File: config.mk
export PLATFORM = sky130hd
export DESIGN_NAME = sine_tone_stereo_fade_unit_flat
export DESIGN_NICKNAME = d
export VERILOG_FILES = /design/src/rtl/sts_pkg.sv /design/src/rtl/sts_if.sv /design/src/rtl/sts_front.sv /design/src/rtl/sts_mix.sv /design/src/rtl/sine_tone_stereo_fade_unit.sv /design/src/flat_wrapper.sv
export SDC_FILE = /design/constraint.sdc
export NUM_CORES = 2
export LEC_CHECK = 0
export BUFFER_PORTS_ARGS = -buffer_cell sky130_fd_sc_hd__clkbuf_2
export CORE_MARGIN = 5
export CORE_UTILIZATION = 45
export CTS_BUF_LIST = sky130_fd_sc_hd__clkbuf_16
export CTS_CLUSTER_SIZE = 24
export DETAILED_ROUTE_END_ITERATION = 8
export GPL_TIMING_DRIVEN = 0
export PLACE_DENSITY = 0.71
export SLEW_MARGIN = 10
export SYNTH_ARGS = -nofsm -noshare
export SYNTH_HDL_FRONTEND = slang
export SYNTH_SLANG_ARGS = --single-unit
File: constraint.sdc
create_clock -name clk -period 7 [get_ports clk]
set_input_delay 1.05 -clock clk [delete_from_list [all_inputs] [get_ports clk]]
set_output_delay 1.05 -clock clk [all_outputs]
set_load 0.005 [all_outputs]
File: src/rtl/sts_pkg.sv
// Shared types, constants and the sine table generator for the tone generator.
// No dependencies.
`default_nettype none
package sts_pkg;

	localparam int unsigned PHASE_W = 32;
	localparam int unsigned SCOUNT_W = 24;
	localparam int unsigned FSTEP_W = 31;
	localparam int unsigned LEVEL_W = 15;
	localparam int unsigned FADE_W = 32;
	localparam int unsigned GAIN_W = LEVEL_W + 16;
	localparam int unsigned MAG_W = 15;
	localparam int unsigned PROD_W = GAIN_W + MAG_W;
	localparam int unsigned SAMPLE_W = 16;
	localparam int unsigned CFG_DATA_W = 32;

	localparam logic [MAG_W-1:0] FULL_SCALE = 15'd32767;
	localparam logic [63:0] HALF_PI_Q28 = 64'd421657428;

	localparam logic [PHASE_W-1:0] PHASE_STEP_RST = 32'd25480158;
	localparam logic [SCOUNT_W-1:0] SCOUNT_RST = 24'd441000;
	localparam logic [FSTEP_W-1:0] FSTEP_RST = 31'd4868;
	localparam logic [LEVEL_W-1:0] LEVEL_RST = 15'd32760;

	typedef enum logic [1:0] {
		REG_PHASE_STEP = 2'd0,
		REG_SAMPLE_COUNT = 2'd1,
		REG_FADE_STEP = 2'd2,
		REG_MAX_LEVEL = 2'd3
	} sts_reg_t;

	typedef struct packed {
		logic [PHASE_W-1:0] phase_step;
		logic [SCOUNT_W-1:0] sample_count;
		logic [FSTEP_W-1:0] fade_step;
		logic [LEVEL_W-1:0] max_level;
	} sts_cfg_t;

	typedef struct packed {
		logic valid;
		logic last;
		logic neg;
		logic [GAIN_W-1:0] gain_l;
		logic [GAIN_W-1:0] gain_r;
		logic [MAG_W-1:0] mag;
	} sts_s1_t;

	// quarter-wave entry: Taylor series in Q28, rounded half up, limited to full scale
	function automatic logic [MAG_W-1:0] sine_entry(int unsigned i, int unsigned qbits);
		logic [63:0] x;
		logic [63:0] x2;
		logic [63:0] term;
		logic [63:0] sum;
		logic [63:0] t;
		logic [63:0] v;
		int k;
		x = (HALF_PI_Q28 * 64'(i)) >> qbits;
		x2 = (x * x) >> 28;
		term = x;
		sum = x;
		for (k = 1; k <= 5; k++) begin
			t = (term * x2) >> 28;
			case (k)
				1: term = t / 64'd6;
				2: term = t / 64'd20;
				3: term = t / 64'd42;
				4: term = t / 64'd72;
				default: term = t / 64'd110;
			endcase
			if (k == 1 || k == 3 || k == 5)
				sum = sum - term;
			else
				sum = sum + term;
		end
		v = (sum * 64'd32767 + (64'd1 << 27)) >> 28;
		if (v > 64'd32767)
			v = 64'd32767;
		return v[MAG_W-1:0];
	endfunction

endpackage
`default_nettype wire

File: src/rtl/sts_if.sv
// Request and sample channel interfaces (valid/ready) for the tone generator.
// No dependencies.
`default_nettype none
interface sts_tick_if;
	logic valid;
	logic ready;
	logic tick;
	modport source(output valid, output tick, input ready);
	modport sink(input valid, input tick, output ready);
endinterface

interface sts_sample_if;
	logic valid;
	logic ready;
	logic signed [15:0] left_sample;
	logic signed [15:0] right_sample;
	logic last_of_run;
	modport source(output valid, output left_sample, output right_sample,
		output last_of_run, input ready);
	modport sink(input valid, input left_sample, input right_sample,
		input last_of_run, output ready);
endinterface
`default_nettype wire

File: src/rtl/sts_front.sv
// Front stage: phase, fade and run counters, sine ROM read, gain split.
// Depends on sts_pkg and sts_tick_if.
`default_nettype none
module sts_front
	import sts_pkg::*;
#(
	parameter int unsigned SINE_TABLE_BITS = 10,
	parameter int unsigned COUNT_BITS = 24
) (
	input logic clk,
	input logic arst_n,
	input sts_cfg_t cfg,
	sts_tick_if.sink tick_ch,
	input logic s2_ready,
	output sts_s1_t s1
);

	localparam int unsigned QB = SINE_TABLE_BITS - 2;
	localparam int unsigned QLEN = 1 << QB;
	localparam int unsigned CMP_W = ((COUNT_BITS > SCOUNT_W) ? COUNT_BITS : SCOUNT_W) + 1;

	logic [MAG_W-1:0] rom_tbl [QLEN];

	for (genvar gi = 0; gi < QLEN; gi++) begin : g_rom
		localparam logic [MAG_W-1:0] ENT = sine_entry(gi, QB);
		assign rom_tbl[gi] = ENT;
	end

	logic [PHASE_W-1:0] phase_q;
	logic [COUNT_BITS-1:0] index_q;
	logic [FADE_W-1:0] fade_q;

	logic v_s1;
	logic last_s1;
	logic neg_s1;
	logic full_s1;
	logic [GAIN_W-1:0] gl_s1;
	logic [GAIN_W-1:0] gr_s1;
	logic [MAG_W-1:0] rom_s1;

	logic [SINE_TABLE_BITS-1:0] addr;
	logic [1:0] quad;
	logic [QB-1:0] j;
	logic [QB-1:0] j_neg;
	logic [QB-1:0] rom_idx;
	logic [GAIN_W-1:0] top_gain;
	logic [GAIN_W-1:0] gain_l;
	logic [GAIN_W-1:0] gain_r;
	logic [CMP_W-1:0] cnt_next;
	logic last;
	logic [FADE_W:0] fade_sum;
	logic [FADE_W-1:0] fade_next;
	logic in_ready;
	logic fire;

	assign addr = phase_q[PHASE_W-1 -: SINE_TABLE_BITS];
	assign quad = addr[SINE_TABLE_BITS-1 -: 2];
	assign j = addr[QB-1:0];
	assign j_neg = '0 - j;
	assign rom_idx = quad[0] ? j_neg : j;

	assign top_gain = {cfg.max_level, 16'd0};
	assign gain_l = (fade_q > {1'b0, top_gain}) ? top_gain : fade_q[GAIN_W-1:0];
	assign gain_r = top_gain - gain_l;

	assign cnt_next = CMP_W'(index_q) + CMP_W'(1);
	assign last = cnt_next >= CMP_W'(cfg.sample_count);

	assign fade_sum = {1'b0, fade_q} + (FADE_W+1)'(cfg.fade_step);
	assign fade_next = fade_sum[FADE_W] ? '1 : fade_sum[FADE_W-1:0];

	assign in_ready = !v_s1 || s2_ready;
	assign tick_ch.ready = in_ready;
	assign fire = tick_ch.valid && in_ready && tick_ch.tick;

	always_ff @(posedge clk or negedge arst_n) begin
		if (!arst_n) begin
			phase_q <= '0;
			index_q <= '0;
			fade_q <= '0;
			v_s1 <= 1'b0;
		end else begin
			if (in_ready)
				v_s1 <= fire;
			if (fire) begin
				if (last) begin
					phase_q <= '0;
					index_q <= '0;
					fade_q <= '0;
				end else begin
					phase_q <= phase_q + cfg.phase_step;
					index_q <= cnt_next[COUNT_BITS-1:0];
					fade_q <= fade_next;
				end
			end
		end
	end

	always_ff @(posedge clk) begin
		if (fire) begin
			rom_s1 <= rom_tbl[rom_idx];
			gl_s1 <= gain_l;
			gr_s1 <= gain_r;
			neg_s1 <= quad[1];
			full_s1 <= quad[0] && (j == '0);
			last_s1 <= last;
		end
	end

	assign s1.valid = v_s1;
	assign s1.last = last_s1;
	assign s1.neg = neg_s1;
	assign s1.gain_l = gl_s1;
	assign s1.gain_r = gr_s1;
	assign s1.mag = full_s1 ? FULL_SCALE : rom_s1;

endmodule
`default_nettype wire

File: src/rtl/sts_mix.sv
// Gain multiply, scale by full scale, sign and output register.
// Depends on sts_pkg and sts_sample_if.
`default_nettype none
module sts_mix
	import sts_pkg::*;
(
	input logic clk,
	input logic arst_n,
	input sts_s1_t s1,
	output logic s2_ready,
	sts_sample_if.source sample_ch
);

	localparam logic [15:0] D1 = 16'd32767;
	localparam logic [15:0] D2 = 16'd65534;

	// trunc(p / (32767 * 2^16)), then sign
	function automatic logic [SAMPLE_W-1:0] scale(logic [PROD_W-1:0] p, logic neg);
		logic [29:0] x;
		logic [14:0] q_est;
		logic [15:0] r;
		logic [15:0] q;
		x = p[PROD_W-1:16];
		q_est = x[29:15];
		r = 16'(x[14:0]) + 16'(q_est);
		q = 16'(q_est) + ((r >= D2) ? 16'd2 : ((r >= D1) ? 16'd1 : 16'd0));
		return neg ? ('0 - q) : q;
	endfunction

	logic v_s2;
	logic neg_s2;
	logic last_s2;
	logic [PROD_W-1:0] pl_s2;
	logic [PROD_W-1:0] pr_s2;

	logic out_v_q;
	logic last_q;
	logic [SAMPLE_W-1:0] left_q;
	logic [SAMPLE_W-1:0] right_q;
	logic adv_out;

	assign adv_out = !out_v_q || sample_ch.ready;
	assign s2_ready = !v_s2 || adv_out;

	always_ff @(posedge clk or negedge arst_n) begin
		if (!arst_n) begin
			v_s2 <= 1'b0;
			out_v_q <= 1'b0;
		end else begin
			if (s2_ready)
				v_s2 <= s1.valid;
			if (adv_out)
				out_v_q <= v_s2;
		end
	end

	always_ff @(posedge clk) begin
		if (s2_ready && s1.valid) begin
			pl_s2 <= PROD_W'(s1.gain_l) * PROD_W'(s1.mag);
			pr_s2 <= PROD_W'(s1.gain_r) * PROD_W'(s1.mag);
			neg_s2 <= s1.neg;
			last_s2 <= s1.last;
		end
		if (adv_out && v_s2) begin
			left_q <= scale(pl_s2, neg_s2);
			right_q <= scale(pr_s2, neg_s2);
			last_q <= last_s2;
		end
	end

	assign sample_ch.valid = out_v_q;
	assign sample_ch.left_sample = left_q;
	assign sample_ch.right_sample = right_q;
	assign sample_ch.last_of_run = last_q;

endmodule
`default_nettype wire

File: src/rtl/sine_tone_stereo_fade_unit.sv
// Top level of the stereo fade tone generator: configuration registers and stages.
// Depends on sts_pkg, sts_if, sts_front and sts_mix.
//
// channel    dir  payload                                  handshake
// tick_ch    in   tick                                     valid/ready
// sample_ch  out  left_sample, right_sample, last_of_run   valid/ready
// cfg_*      in   cfg_idx, cfg_wdata                       cfg_we
//
// One request per cycle while the output is not stalled; a sample passes the front, multiply and output registers.
// Rate is set by the phase/fade accumulator update, one per cycle.
// A request with tick low is taken but yields no sample.
// Output stalls back up stage by stage; bubbles are squeezed out.
// Reset clears accumulators and valids; the sine ROM is constant.
`default_nettype none
module sine_tone_stereo_fade_unit
	import sts_pkg::*;
#(
	parameter int unsigned SINE_TABLE_BITS = 10,
	parameter int unsigned COUNT_BITS = 24
) (
	input logic clk,
	input logic arst_n,
	input logic cfg_we,
	input logic [1:0] cfg_idx,
	input logic [CFG_DATA_W-1:0] cfg_wdata,
	sts_tick_if.sink tick_ch,
	sts_sample_if.source sample_ch
);

	sts_cfg_t cfg_q;
	sts_s1_t s1;
	logic s2_ready;

	always_ff @(posedge clk or negedge arst_n) begin
		if (!arst_n) begin
			cfg_q.phase_step <= PHASE_STEP_RST;
			cfg_q.sample_count <= SCOUNT_RST;
			cfg_q.fade_step <= FSTEP_RST;
			cfg_q.max_level <= LEVEL_RST;
		end else if (cfg_we) begin
			case (cfg_idx)
				REG_PHASE_STEP: cfg_q.phase_step <= cfg_wdata[PHASE_W-1:0];
				REG_SAMPLE_COUNT: cfg_q.sample_count <= cfg_wdata[SCOUNT_W-1:0];
				REG_FADE_STEP: cfg_q.fade_step <= cfg_wdata[FSTEP_W-1:0];
				REG_MAX_LEVEL: cfg_q.max_level <= cfg_wdata[LEVEL_W-1:0];
				default: ;
			endcase
		end
	end

	sts_front #(
		.SINE_TABLE_BITS(SINE_TABLE_BITS),
		.COUNT_BITS(COUNT_BITS)
	) u_front (
		.clk(clk),
		.arst_n(arst_n),
		.cfg(cfg_q),
		.tick_ch(tick_ch),
		.s2_ready(s2_ready),
		.s1(s1)
	);

	sts_mix u_mix (
		.clk(clk),
		.arst_n(arst_n),
		.s1(s1),
		.s2_ready(s2_ready),
		.sample_ch(sample_ch)
	);

endmodule
`default_nettype wire

File: src/flat_wrapper.sv
// flat-port wrapper written by rule: the top's interface ports become plain ports
module sine_tone_stereo_fade_unit_flat import sts_pkg::*;
#(
	parameter int unsigned SINE_TABLE_BITS = 10,
	parameter int unsigned COUNT_BITS = 24
)
  (clk, arst_n, cfg_we, cfg_idx, cfg_wdata, tick_ch_valid, tick_ch_tick, tick_ch_ready, sample_ch_valid, sample_ch_left_sample, sample_ch_right_sample, sample_ch_last_of_run, sample_ch_ready);
  sts_tick_if tick_ch_i ();
  sts_sample_if sample_ch_i ();
  input logic clk;
  input logic arst_n;
  input logic cfg_we;
  input logic [1:0] cfg_idx;
  input logic [CFG_DATA_W-1:0] cfg_wdata;
  input wire logic [$bits(tick_ch_i.valid)-1:0] tick_ch_valid;
  input wire logic [$bits(tick_ch_i.tick)-1:0] tick_ch_tick;
  output wire logic [$bits(tick_ch_i.ready)-1:0] tick_ch_ready;
  output wire logic [$bits(sample_ch_i.valid)-1:0] sample_ch_valid;
  output wire logic [$bits(sample_ch_i.left_sample)-1:0] sample_ch_left_sample;
  output wire logic [$bits(sample_ch_i.right_sample)-1:0] sample_ch_right_sample;
  output wire logic [$bits(sample_ch_i.last_of_run)-1:0] sample_ch_last_of_run;
  input wire logic [$bits(sample_ch_i.ready)-1:0] sample_ch_ready;
  assign tick_ch_i.valid = tick_ch_valid;
  assign tick_ch_i.tick = tick_ch_tick;
  assign tick_ch_ready = tick_ch_i.ready;
  assign sample_ch_valid = sample_ch_i.valid;
  assign sample_ch_left_sample = sample_ch_i.left_sample;
  assign sample_ch_right_sample = sample_ch_i.right_sample;
  assign sample_ch_last_of_run = sample_ch_i.last_of_run;
  assign sample_ch_i.ready = sample_ch_ready;
  sine_tone_stereo_fade_unit #(.SINE_TABLE_BITS(SINE_TABLE_BITS), .COUNT_BITS(COUNT_BITS)) u_core (.clk(clk), .arst_n(arst_n), .cfg_we(cfg_we), .cfg_idx(cfg_idx), .cfg_wdata(cfg_wdata), .tick_ch(tick_ch_i), .sample_ch(sample_ch_i));
endmodule
# Yosys cells after proc, flatten, opt, wreduce, memory -nomap -nowiden
# Memories as Yosys holds them, arrays and structs flattened. A register that Yosys moved wholly into a read port is not among the register bits.
# Index checks and enable logic that the tools add are counted.
# Widths: inputs -> output; s select.
[classes]
add_sub_neg = 11
multipliers = 2
magnitude_cmp = 6
n_eq_ne = 3
mux = 13
n_bitwise = 1
n_reduce_logical = 17
[op_table]
columns = ["operator", "n"]
rows = [
  ["$mux 32", 3],
  ["$mul 31x15->46", 2],
  ["$add 32x31->33", 1],
  ["$add 15x15->16", 2],
  ["$add 15x2->16", 2],
  ["$add 32x32->32", 1],
  ["$ge 16x15->1 const B", 2],
  ["$ge 16x16->1 const B", 2],
  ["$gt 32x31->1", 1],
  ["$mux 16", 2],
  ["$sub 1x16->16 const A", 2],
  ["$mux 31", 1],
  ["$sub 31x31->31", 1],
  ["$add 24x1->25 const B", 1],
  ["$ge 25x24->1", 1],
  ["$mux 24", 1],
  ["$mux 15", 1],
  ["$not 8->9", 1],
  ["$logic_not 8->1", 1],
  ["$mux 8", 1],
  ["$reduce_and 2->1", 4],
  ["$sub 1x8->8 const A", 1],
  ["$logic_and 1x1->1", 5],
  ["$eq 2x2->1 const B", 2],
  ["6 further kinds", 12],
]
[totals]
regBits = 385
romBits = 3840
input_bits = 40
output_inout_bits = 35
word_cells = 76
n_memories = 1
[memory_table]
columns = ["memory", "depth", "word_bits", "read_ports", "rd_ports_with_merged_regs", "write_ports", "line", "text"]
rows = [
  ["(name not given)", 256, 15, 1, 1, 0, "sts_front.sv:101", "rom_s1 <= rom_tbl[rom_idx];"],
]

# Depth between registers and ports, before layout
[depth]
depth_word = 7
depth_mapped = 28
depth_no_buf = 25

# Cells and area by module
# Synthesis repeated with hierarchy kept, for this count alone.
[hier_totals]
hier_cells = 6119
area_unflattened_um2 = 54616.1
[modules_own_cells]
columns = ["module", "instances", "cells_each", "area_per_inst_um2", "seq_area_each_um2"]
rows = [
  ["sts_mix", 1, 3910, 35097.4, 2902.8],
  ["sts_front", 1, 1992, 15655.0, 4599.4],
  ["sine_tone_stereo_fade_unit", 1, 217, 3863.7, 2602.5],
]

# Least setup slack after synthesis
# Ideal clock, no wire load.
[synth_path]
path_kind = "flip-flop to flip-flop"
startpoint = "register u_core.u_front.full_s1"
endpoint = "register u_core.u_mix.pl_s2[40], data pin"
setup_ps = 262
arrival_time_ps = 6878
required_time_ps = 6738
slack_ps = -140
path_stages_with_launch = 29
n_path_buf = 3
period_less_slack_ps = 7140
cell_sequence = "edfxtp_1 clkbuf_1 or2_2 clkbuf_1 clkbuf_1 and2_1 fa_1 inv_1 fa_1 inv_1 fa_1 inv_1 fa_1 inv_1 fa_1 inv_1 fa_1 inv_1 ha_1 and3_1 o21ai_0 a31oi_1 o311ai_2 nand2_2 a311oi_2 o31ai_4 a41oi_1 o21bai_1 xor2_1"
[synth_via]
elab_chain_cells = 2
[synth_lines]
columns = ["item", "line", "text"]
rows = [
  ["from (decl)", "sts_front.sv:36", "logic full_s1;"],
  ["from (signal assigned)", "sts_front.sv:105", "full_s1 <= quad[0] && (j == '0);"],
  ["$mux 15", "sts_front.sv:115", "assign s1.mag = full_s1 ? FULL_SCALE : rom_s1;"],
  ["$mul 31x15->46", "sts_mix.sv:59", "pl_s2 <= PROD_W'(s1.gain_l) * PROD_W'(s1.mag);"],
  ["to (signal assigned)", "sts_mix.sv:59", ""],
  ["to (decl)", "sts_mix.sv:33", "logic [PROD_W-1:0] pl_s2;"],
]
# Every way passes these cells.
# A chain may end at the register's enable or synchronous reset.

# Worst setup path after layout
[layout_path]
startpoint = "register u_core.u_front.full_s1"
endpoint = "register u_core.u_mix.pl_s2[45], data pin"
# Same word-level chain as after synthesis.

==> metrics.txt <==
CTS buffer count=41; Critical Path AT=~7.6 ns; crit path launch type=flip-flop; Rows=between 100 and 150; cells after synthesis=between 5000 and 6000; RePlAce Congestion=1.009; Synth Area in Compound Gates=about 12%; ranking of synthesized cells by area=fa_1 (28%), edfxtp_1 (9.7%), ha_1 (9.1%); largest family of logic cells by synthesized area=adder cells; most frequent cell after synthesis=inv_1; max_cap viols=0; syn_area_per_cell=about 9.1 sq um; fmax=0.1381 GHz; R2R cell count=29; post-synthesis adder-cell area fraction=36.97%; clock latency on the worst-skew pair=between 0.6 and 0.7 ns; mux cell area share after synthesis=2.662%; clock root buffer=clkbuf_16; final WL=between 150 and 200 mm; prevailing post-synth register cell=edfxtp_1; net count reported at finish=approximately 7300; DP HPWL=between 100 and 150 mm; CP endpoint kind=flip-flop; sequential area share after synthesis=a little under a fifth; first-pass GRT wire length=283.9 mm; Post-synth top cells=inv_1 (905), fa_1 (754), nand2_1 (751); failing checks=negative setup slack; vias per cell=between 5 and 6; Crit path largest cell delay=approximately 0.55 ns; Clock Sinks=between 300 and 400; Pre-Repair DR Iteration Count=7; RR Startpoint=u_core.u_front.full_s1$_DFFE_PP_; fin crit period=slightly above 7 ns; multi-input logic area=40430 sq um; Initial Util=45.18%; Filler Cell Count=about 11000; endpoints failing hold=0; Synth Warn #=0; die width=approximately 360 um; register area=roughly 10000 sq um; ys async rst share=between 50 and 60%; most used cell, CP=fa_1; post-synthesis cell area=between 50000 and 60000 sq um; drt first-iter violations=roughly 4100; largest area contributor in the netlist=fa_1; Antenna Nets Post-Route=0; die height=about 360 um; initial antenna violation count=3; RSZ-0062 raised after global routing=yes; post-synthesis simple-gate area fraction=between 15 and 20%; clk slew on worst S/H paths=0.06 ns; CTS max path bufs=3; Final Core Density=between 50% and 60%; area delta synth->final=11.97%; pre-CTS WS=-2.016 ns; port buffer count=between 70 and 80; fin. max-slew vios=0; worst hold path class=in2async; routed vias=between 40000 and 50000; fin crit share=103.5%; I/O Pins=75; largest net degree at the start of global routing=82; Worst setup startpoint=u_core.u_front.full_s1$_DFFE_PP_; status=finished, violations left; core box area=about 120000 sq um; clk_skew=about 0.035 ns; Post-Synth XOR/XNOR Area=~3.9%; reg2reg end=u_core.u_mix.pl_s2[45]$_DFFE_PP_; final worst setup slack=-0.2425 ns; Routed WL per cell=23.95 um; DRC=0; Worst Path Required=~7.4 ns; Setup CP Type=reg2reg; Yosys top cell area share=~28%; layout cells sized above 1=around an eighth; Total GRT Usage=29.26%; flops & latches, synth=approximately 370; Post-synth EDFFs=174; TritonCTS clock tree=yes; register-to-register setup slack=-0.24 ns; total gr overflow=0; Netlist cell types=about 100; critical path's slowest cell=fa_1; worst-path fanout max=6; Net Count, Synth=around 7100; Setup violations, final=25; Worst Tran Pin Value=1.352 ns; max-slew headroom at the worst pin=around a tenth; H-tree Lvls=2; vias in the first global route=approximately 47000; Die ar.=~130000 sq um
[what timing repair did]
| action | in CTS | in global routing |
|---|---|---|
| setup endpoints to repair | 60 | 47 |
| cloned | 2 | 0 |
| pin swaps | 156 | 103 |
| gates resized for setup | 365 | 152 |
| hold buffers | 0 | 0 |
| buffers inserted | 75 | 35 |
[critical path, delay by kind of cell (launching register included)]
kind	cells	cell delay [ns]
compound gates	5	0.92
xor+xnor	1	0.12
fa+ha+maj	7	3.37
buf+inv	10	1.19
flops	1	0.43
simple gates	6	1.00
[metrics by stage]
stage          TNS (ns)  hold slack, ns  area (sq um)  cells
5_1_grt          -8.694          0.3910         60520   7799
4_1_cts          -2.424          0.3714         59900   7774
3_3_place_gp     -78.06          0.4181         56460   7635
3_5_place_dp     -82.14          0.4173         56630   7641
2_1_floorplan  -0.04774          0.4003         54070   5949
6_report         -3.378          0.3819         60530   7800
[worst max-delay path by stage]
stage	to	slack, ns	cells after the start
2_1_floorplan	u_core.u_mix.pl_s2[40]$_DFFE_PP_	-0.05	28
6_report	u_core.u_mix.pl_s2[45]$_DFFE_PP_	-0.24	29
3_3_place_gp	u_core.u_mix.pl_s2[42]$_DFFE_PP_	-1.97	25
3_5_place_dp	u_core.u_mix.pl_s2[45]$_DFFE_PP_	-2.02	25
4_1_cts	u_core.u_mix.pl_s2[45]$_DFFE_PP_	-0.26	27
5_1_grt	u_core.u_mix.pl_s2[45]$_DFFE_PP_	-0.45	29
[placed cells by master (no fill, tap or decap), types with 26 or more instances in the layout]
master and instances:
dfstp_2 40, inv_1 865, dfrtp_1 153, o21ai_1 50, nand3_1 84, buf_2 47, nor2b_1 32, and3_1 34
a21o_1 97, xnor2_1 143, edfxtp_1 174, clkbuf_2 97, nor2_1 203, nand2_1 747, and2_1 505, nand4_1 31
buf_4 80, and2_4 40, a31oi_1 35, o21a_1 26, xor2_1 82, o211ai_1 32, o31ai_1 34, a211oi_1 45
nor3_1 45, clkbuf_16 52, ha_1 361, nand2b_1 26, clkbuf_1 148, inv_2 42, o21ai_0 192, a21oi_1 212
buf_6 29, o21bai_1 27, fa_1 743, mux2_2 103
[registers in the layout (all words and copies together) (netlist names), 16 cells and up]
register                             flops
u_core.u_front.gl_s1                    31
u_core.u_mix.pl_s2                      30
u_core.u_mix.sample_ch.right_sample     16
u_core.u_mix.sample_ch.left_sample      16
u_core.u_mix.pr_s2                      30
u_core.u_front.phase_q                  32
u_core.u_front.fade_q                   32
u_core.cfg_q                           102
u_core.u_front.index_q                  24
u_core.u_front.gr_s1                    30
[layout make-up]
| type | instances | area share [%] |
|---|---|---|
| Multi-Input combinational cell | 4359 | 66.80 |
| Inverter | 909 | 5.646 |
| Clock buffer | 42 | 1.736 |
| Timing Repair Buffer | 179 | 2.396 |
| Sequential cell | 367 | 16.69 |
| Tap cell | 1612 | 3.332 |
| Antenna cell | 1 | 0.004134 |
| Buffer | 297 | 2.867 |
| Clock inverter | 34 | 0.5271 |
[kinds of logic after synthesis]
kind of cell,count (synthesis)
simple gates,1856
buf+inv,1223
fa+ha+maj,1145
mux,122
xor+xnor,234
compound gates,1002
flops,367
[metal layers]
layer  global-route usage (%)  wire length [um]  vias up
met5                        0                11        -
met4                    14.29             11280        2
met3                    7.290             18270      556
met2                    45.84             82650     2232
met1                    38.05             74630    22300
li1                         -                 -    19750
Power is not shown: default switching activity piles up to over one toggle a cycle in this logic, so the estimate is an artifact.
